$ cat config.mk
export PLATFORM = sky130hd
export DESIGN_NAME = turntable_axis_to_button
export DESIGN_NICKNAME = d
export VERILOG_FILES = /design/src/tatb_pkg.sv /design/src/tatb_core.sv /design/src/tatb_out.sv /design/src/turntable_axis_to_button.sv
export SDC_FILE = /design/constraint.sdc
export NUM_CORES = 2
export LEC_CHECK = 0
export BUFFER_PORTS_ARGS = -buffer_cell sky130_fd_sc_hd__buf_2
export CAP_MARGIN = 20
export CORE_MARGIN = 5
export CORE_UTILIZATION = 40
export DETAILED_ROUTE_END_ITERATION = 10
export GPL_TIMING_DRIVEN = 1
export REMOVE_ABC_BUFFERS = 1
export SYNTH_ARGS = -nofsm -noshare
export SYNTH_HDL_FRONTEND = slang
export SYNTH_SLANG_ARGS = --single-unit
$ cat constraint.sdc
create_clock -name clk -period 10.1 [get_ports clk]
set_input_delay 1.515 -clock clk [delete_from_list [all_inputs] [get_ports clk]]
set_output_delay 1.515 -clock clk [all_outputs]
set_load 0.01 [all_outputs]
$ cat src/tatb_pkg.sv
// Package for the turntable axis to scratch button block.
// Holds the word types, the spin direction codes and the register indexes.
// Depends on nothing.
package tatb_pkg;

    typedef enum logic [1:0]
    {
        DIR_NONE = 2'd0,
        DIR_CW   = 2'd1,
        DIR_CCW  = 2'd2
    } dir_t;

    typedef enum logic [0:0]
    {
        CFG_DEBOUNCE     = 1'b0,
        CFG_STOP_TIMEOUT = 1'b1
    } cfg_idx_t;

    localparam logic ACTION_AXIS = 1'b0;
    localparam logic ACTION_TICK = 1'b1;

    localparam int CFG_W = 16;
    localparam logic [CFG_W-1:0] DEBOUNCE_RESET     = 16'd0;
    localparam logic [CFG_W-1:0] STOP_TIMEOUT_RESET = 16'd100;

    typedef struct packed
    {
        logic               action;
        logic [1:0]         play_mode;
        logic               turntable;
        logic signed [15:0] axis_value;
        logic [31:0]        stamp_ms;
    } in_word_t;

    typedef struct packed
    {
        logic        lane;
        logic        pressed;
        logic [31:0] event_ms;
        logic        last_of_run;
    } out_word_t;

    typedef struct packed
    {
        logic [1:0] cnt;
        out_word_t  first;
        out_word_t  second;
    } out_pair_t;

    typedef struct packed
    {
        logic [15:0] axis_prev;
        dir_t        spin_dir;
        logic [31:0] moved_ms;
        logic [31:0] pressed_ms;
    } slot_t;

endpackage

$ cat src/tatb_core.sv
// Per-mode, per-turntable state, configuration registers and the event decision.
// Reads the slots of the registered input word and updates them when it is processed.
// Depends on tatb_pkg.
module tatb_core #(
    parameter int MODES      = 4,
    parameter int TURNTABLES = 2
)
(
    input  logic                clk,
    input  logic                rst_n,
    input  tatb_pkg::in_word_t  item,
    input  logic                proc,
    input  logic                cfg_wen,
    input  tatb_pkg::cfg_idx_t  cfg_idx,
    input  logic [15:0]         cfg_wdata,
    output tatb_pkg::out_pair_t pair
);
    import tatb_pkg::*;

    localparam int MODE_IX_W = (MODES > 1) ? $clog2(MODES) : 1;
    localparam int TT_IX_W   = 1;

    function automatic logic turns_cw(input logic [15:0] prev, input logic [15:0] curr);
        logic signed [17:0] d;
        d = $signed({{2{curr[15]}}, curr}) - $signed({{2{prev[15]}}, prev});
        if (d < -18'sd16384)
        begin
            d = d + 18'sd32768;
        end
        if (d > 18'sd16384)
        begin
            d = d - 18'sd32768;
        end
        return d > 18'sd0;
    endfunction

    slot_t slot_reg [TURNTABLES][MODES];
    logic [CFG_W-1:0] debounce_reg;
    logic [CFG_W-1:0] timeout_reg;

    logic [MODE_IX_W-1:0] mode_ix;
    logic [TT_IX_W-1:0]   tt_ix;
    logic                 mode_ok;
    logic                 tt_ok;

    slot_t                cur       [TURNTABLES];
    slot_t                slot_next [TURNTABLES];
    dir_t                 dir       [TURNTABLES];
    logic [TURNTABLES-1:0] changed;
    logic [TURNTABLES-1:0] press_ok;
    logic [TURNTABLES-1:0] stale;
    logic [TURNTABLES-1:0] wr_en;
    logic [1:0]            rel2;

    assign mode_ix = MODE_IX_W'(item.play_mode);
    assign tt_ix   = TT_IX_W'(item.turntable);
    assign mode_ok = int'(item.play_mode) < MODES;
    assign tt_ok   = int'(item.turntable) < TURNTABLES;

    for (genvar t = 0; t < TURNTABLES; t++)
    begin : g_tt
        logic [31:0] since_move;
        logic [31:0] since_press;

        assign cur[t]      = slot_reg[t][mode_ix];
        assign since_move  = item.stamp_ms - cur[t].moved_ms;
        assign since_press = item.stamp_ms - cur[t].pressed_ms;
        assign dir[t]      = turns_cw(cur[t].axis_prev, item.axis_value) ? DIR_CW : DIR_CCW;
        assign changed[t]  = cur[t].axis_prev != item.axis_value;
        assign press_ok[t] = (dir[t] != cur[t].spin_dir)
                             && (since_press > {16'd0, debounce_reg});
        assign stale[t]    = (cur[t].spin_dir != DIR_NONE)
                             && (since_move > {16'd0, timeout_reg});
    end

    assign rel2 = 2'(stale);

    always_comb
    begin
        pair  = '0;
        wr_en = '0;
        for (int t = 0; t < TURNTABLES; t++)
        begin
            slot_next[t] = cur[t];
        end
        if (mode_ok)
        begin
            if (item.action == ACTION_TICK)
            begin
                for (int t = 0; t < TURNTABLES; t++)
                begin
                    if (stale[t])
                    begin
                        wr_en[t]              = 1'b1;
                        slot_next[t].spin_dir = DIR_NONE;
                    end
                end
            end
            else if (tt_ok && changed[tt_ix])
            begin
                wr_en[tt_ix]               = 1'b1;
                slot_next[tt_ix].axis_prev = item.axis_value;
                slot_next[tt_ix].moved_ms  = item.stamp_ms;
                if (press_ok[tt_ix])
                begin
                    slot_next[tt_ix].spin_dir   = dir[tt_ix];
                    slot_next[tt_ix].pressed_ms = item.stamp_ms;
                    if (cur[tt_ix].spin_dir != DIR_NONE)
                    begin
                        pair.cnt            = 2'd2;
                        pair.first.lane     = item.turntable;
                        pair.first.pressed  = 1'b0;
                        pair.second.lane    = item.turntable;
                        pair.second.pressed = 1'b1;
                    end
                    else
                    begin
                        pair.cnt           = 2'd1;
                        pair.first.lane    = item.turntable;
                        pair.first.pressed = 1'b1;
                    end
                end
            end
        end
        if (mode_ok && item.action == ACTION_TICK)
        begin
            case (rel2)
                2'b01:
                begin
                    pair.cnt        = 2'd1;
                    pair.first.lane = 1'b0;
                end
                2'b10:
                begin
                    pair.cnt        = 2'd1;
                    pair.first.lane = 1'b1;
                end
                2'b11:
                begin
                    pair.cnt         = 2'd2;
                    pair.first.lane  = 1'b0;
                    pair.second.lane = 1'b1;
                end
                default:
                begin
                    pair.cnt = 2'd0;
                end
            endcase
        end
        pair.first.event_ms     = item.stamp_ms;
        pair.second.event_ms    = item.stamp_ms;
        pair.first.last_of_run  = pair.cnt == 2'd1;
        pair.second.last_of_run = 1'b1;
    end

    always_ff @(posedge clk or negedge rst_n)
    begin
        if (!rst_n)
        begin
            for (int t = 0; t < TURNTABLES; t++)
            begin
                for (int m = 0; m < MODES; m++)
                begin
                    slot_reg[t][m] <= '0;
                end
            end
        end
        else if (proc)
        begin
            for (int t = 0; t < TURNTABLES; t++)
            begin
                for (int m = 0; m < MODES; m++)
                begin
                    if (wr_en[t] && mode_ix == MODE_IX_W'(m))
                    begin
                        slot_reg[t][m] <= slot_next[t];
                    end
                end
            end
        end
    end

    always_ff @(posedge clk or negedge rst_n)
    begin
        if (!rst_n)
        begin
            debounce_reg <= DEBOUNCE_RESET;
            timeout_reg  <= STOP_TIMEOUT_RESET;
        end
        else if (cfg_wen)
        begin
            case (cfg_idx)
                CFG_DEBOUNCE:     debounce_reg <= cfg_wdata;
                CFG_STOP_TIMEOUT: timeout_reg  <= cfg_wdata;
                default:          ;
            endcase
        end
    end

endmodule

$ cat src/tatb_out.sv
// Result register for the turntable block: holds up to two words of one input word.
// Presents them in order on the output channel.
// Depends on tatb_pkg.
module tatb_out
(
    input  logic                clk,
    input  logic                rst_n,
    input  logic                load,
    input  tatb_pkg::out_pair_t pair,
    output logic                room,
    output logic                out_valid,
    input  logic                out_ready,
    output tatb_pkg::out_word_t out_data
);
    import tatb_pkg::*;

    logic [1:0] cnt_reg;
    logic [1:0] cnt_next;
    out_word_t  first_reg;
    out_word_t  first_next;
    out_word_t  second_reg;
    out_word_t  second_next;
    logic       taken;

    assign out_valid = cnt_reg != 2'd0;
    assign out_data  = first_reg;
    assign taken     = out_valid && out_ready;
    assign room      = (cnt_reg == 2'd0) || ((cnt_reg == 2'd1) && out_ready);

    always_comb
    begin
        cnt_next    = cnt_reg;
        first_next  = first_reg;
        second_next = second_reg;
        if (load)
        begin
            cnt_next    = pair.cnt;
            first_next  = pair.first;
            second_next = pair.second;
        end
        else if (taken)
        begin
            if (cnt_reg == 2'd2)
            begin
                cnt_next   = 2'd1;
                first_next = second_reg;
            end
            else
            begin
                cnt_next = 2'd0;
            end
        end
    end

    always_ff @(posedge clk or negedge rst_n)
    begin
        if (!rst_n)
        begin
            cnt_reg <= 2'd0;
        end
        else
        begin
            cnt_reg <= cnt_next;
        end
    end

    always_ff @(posedge clk)
    begin
        first_reg  <= first_next;
        second_reg <= second_next;
    end

endmodule

$ cat src/turntable_axis_to_button.sv
// Top level of the turntable axis to scratch button block.
// Instantiates tatb_core and tatb_out around an input register; depends on tatb_pkg.
//
// Each accepted word is held in an input register and decided in one pass against the
// stored turntable state; its zero, one or two result words are loaded into the result
// register as soon as that register has room. The input register can take the next word
// while the current one is processed. A word that gives two results occupies the result
// register until both have been taken, and a stall on the output holds the flow.
// Configuration writes take effect at the clock edge of the write.
module turntable_axis_to_button #(
    parameter int MODES      = 4,
    parameter int TURNTABLES = 2
)
(
    input  logic                clk,
    input  logic                rst_n,
    input  logic                in_valid,
    output logic                in_ready,
    input  tatb_pkg::in_word_t  in_data,
    output logic                out_valid,
    input  logic                out_ready,
    output tatb_pkg::out_word_t out_data,
    input  logic                cfg_wen,
    input  tatb_pkg::cfg_idx_t  cfg_idx,
    input  logic [15:0]         cfg_wdata
);
    import tatb_pkg::*;

    in_word_t  in_data_reg;
    logic      in_full_reg;
    logic      in_full_next;
    logic      room;
    logic      proc;
    out_pair_t pair;

    assign proc     = in_full_reg && room;
    assign in_ready = !in_full_reg || proc;

    always_comb
    begin
        in_full_next = in_full_reg;
        if (in_valid && in_ready)
        begin
            in_full_next = 1'b1;
        end
        else if (proc)
        begin
            in_full_next = 1'b0;
        end
    end

    always_ff @(posedge clk or negedge rst_n)
    begin
        if (!rst_n)
        begin
            in_full_reg <= 1'b0;
        end
        else
        begin
            in_full_reg <= in_full_next;
        end
    end

    always_ff @(posedge clk)
    begin
        if (in_valid && in_ready)
        begin
            in_data_reg <= in_data;
        end
    end

    tatb_core #(
        .MODES      (MODES),
        .TURNTABLES (TURNTABLES)
    ) u_core (
        .clk       (clk),
        .rst_n     (rst_n),
        .item      (in_data_reg),
        .proc      (proc),
        .cfg_wen   (cfg_wen),
        .cfg_idx   (cfg_idx),
        .cfg_wdata (cfg_wdata),
        .pair      (pair)
    );

    tatb_out u_out (
        .clk       (clk),
        .rst_n     (rst_n),
        .load      (proc),
        .pair      (pair),
        .room      (room),
        .out_valid (out_valid),
        .out_ready (out_ready),
        .out_data  (out_data)
    );

endmodule

==> impl_metrics.json <==
{
  "run_status": "complete, no violations",
  "n_fill_cell": 10900,
  "min_from": "u_core.slot_reg[442]",
  "core_region_area_um2": 118000,
  "track_usage_pct": 20.1,
  "rows": 126,
  "dieHeight_um": 355,
  "synth-seq-cells": 812,
  "yosysTopAreaCell": "dfrtp_1",
  "fin_ws_ps": 2300,
  "ctsHoldBuffers": 0,
  "crit_arrival_ps": 8330,
  "layout_common_cells": "705 x mux2_2, 688 x dfrtp_1, 336 x nand2_1",
  "syn-cell-area_um2": 47500,
  "synth-seq-area-share_pct": 44.1,
  "leakage_uw": 0.0233,
  "crit_path_end_kind": "register",
  "dpl-instance-area_um2": 49700,
  "grt_start_max_net_pins": 173,
  "rsz0062_at_grt": "no",
  "syn_inst": 4115,
  "rr_worst_depth": 24,
  "syn_area_per_cell_um2": 11.5,
  "async_reset_ff_share_pct": 85.1,
  "placed_cells": 5612,
  "root_buffer": "clkbuf_16",
  "layout_commonest_cell": "mux2_2",
  "critPathRequiredTime_ps": 10630,
  "cp-start-kind": "register",
  "slew_headroom_pct": 29.6,
  "powerDensity_nw_per_um2": 308,
  "start_util_pct": 40.3,
  "cts.sinks": 812,
  "via_per_inst": 5.74,
  "clk_latency_ps": 660,
  "skew_ps": 32.6,
  "ys_dominant_reg_cell": "dfrtp_1",
  "period_share_pct": 77.3,
  "synth_top_area_share_pct": 36.3,
  "vdd_drop_max_v": 0.000164,
  "final_hold_viol_count": 0,
  "fp.dieArea_um2": 126000,
  "tightest_slew_ps": 1060,
  "antenna_left": 0,
  "cts-resized-gates": 0,
  "wire_per_inst_um": 22.2,
  "portBuffers": 110,
  "antenna_found_initial": 6,
  "timing.rr.start": "in_data_reg[49]",
  "path_class": "reg -> reg",
  "pin_count": 111,
  "tritoncts": "done",
  "path_clk_slew_ps": 60,
  "clockBufferDepth": 3,
  "htreeDepth": 3,
  "fmax_mhz": 128,
  "place.gp.congestion": 0.885,
  "fin_area_um2": 52900,
  "cts_made_buffers": 90,
  "max_cap_viol_count": 0,
  "post_cts.repair.setup_buffers": 0,
  "synthTopCellsByArea": "dfrtp_1 36%, mux2_2 17%, mux4_2 7.8%",
  "synth_warnings": 0,
  "largest_reg_flops": 656,
  "worst-path-max-fanout": 36,
  "firstDrtPassIters": 5,
  "timing.final.crit_period_ps": 7800,
  "drv_slew": 0,
  "hp-class": "reg -> reg",
  "drtIter0Drc": 2450,
  "synthToLayoutAreaGrowth_pct": 11.3,
  "hpwl_mm": 86.9,
  "num_vias": 33200,
  "place_ws_ps": 2260,
  "layout.nets": 4473,
  "holdPathStages": 1,
  "grt_pass1_vias": 33100,
  "chipWidth_um": 355,
  "routed_wl_mm": 128,
  "drc": 0,
  "finalSetupViolCount": 0,
  "synth_edf_count": 121,
  "grt_pass1_wl_mm": 200,
  "overflow": 0,
  "stdcell_count": 5782,
  "critPathLaunch": "in_data_reg[49]",
  "ys_types": 89,
  "drive_above_1_share_pct": 29.0
}
layer usage:
metal / wire, um / GRT usage (%) / vias to the layer above
li1: - / - / 15300
met1: 59700 / 28.5 / 16900
met2: 58500 / 32.2 / 795
met3: 6480 / 3.17 / 197
met4: 3440 / 5.19 / 2
met5: 11 / 0 / -
path summary, 6_finish.rpt:
path / slack (ps) / endpoint
setup / recovery: 2300 / u_core.slot_reg[15]
hold / removal: 480 / u_core.slot_reg[442]
setup reg to reg: 2300 / u_core.slot_reg[15]
hold reg to reg: 480 / u_core.slot_reg[442]
max in group asynchronous: 7270 / u_core.debounce_reg[4]
min in group asynchronous: 810 / u_core.slot_reg[38]
where the power goes:
part	internal (uW)	switching, uW	leakage, uW
clock	2060	1380	0.00152
combinational	3440	4310	0.0115
sequential	4530	580	0.0103
per-stage QoR:
| stage | util, % | hold slack (ps) | TNS [ps] | total power (uW) |
|---|---|---|---|---|
| floorplan | - | 453 | -2967650 | 10800 |
| global placement | 42.2 | 463 | 0 | 12700 |
| detailed placement | 42.2 | 470 | 0 | 12800 |
| CTS | 44.8 | 483 | 0 | 16300 |
| global route | 44.8 | 497 | 0 | 17400 |
| finish | 44.8 | 483 | 0 | 16300 |
worst max-delay path, cell delays in order, from the launching register on:
cell	delay, ps
edfxtp_1	800
buf_4	740
mux4_2	610
inv_1	70
ha_1	270
o211ai_1	200
o21ai_1	130
o21ai_0	360
o21ai_0	200
a21o_1	210
a21oi_1	160
xnor2_1	80
ha_1	280
nand4_1	110
or4_1	430
or2_2	350
a211oi_1	240
o2111a_1	200
nand4_1	130
nor4_1	490
nand2_1	170
nand3_2	240
buf_4	490
mux2_2	430
mux2_2	270
kinds of logic after synthesis:
logic type      Yosys count  synth area share [%]
compound gates          800                  10.6
xor+xnor                 94                  1.73
fa+ha+maj               229                  6.12
buf+inv                 446                  3.70
flops                   812                  44.1
mux                     918                  25.6
simple gates            816                  8.21
synthesized netlist by cell type, types with 36 or more instances:
cell / n
xnor2_1: 67
a21o_1: 65
a21oi_1: 193
dfrtp_1: 688
mux4_2: 164
mux2_2: 705
nand3_1: 77
nand2_1: 338
nor3_1: 44
buf_2: 65
o21ai_1: 36
nor2_1: 127
inv_1: 241
ha_1: 222
clkbuf_1: 113
o21ai_0: 223
edfxtp_1: 121
mux2i_1: 40
cell type report:
cell class	instances	area (um^2)	area share, %
well taps	1536	1920	3.64
clock inverters	51	601	1.14
diodes	2	5.00	0.00947
multi-input cells	2857	24900	47.1
flip-flops and latches	812	20900	39.6
inverters	241	905	1.71
repair buffers	169	1140	2.16
clock buffers	114	2470	4.67
Note: power is estimated with default switching activity, not from simulation.
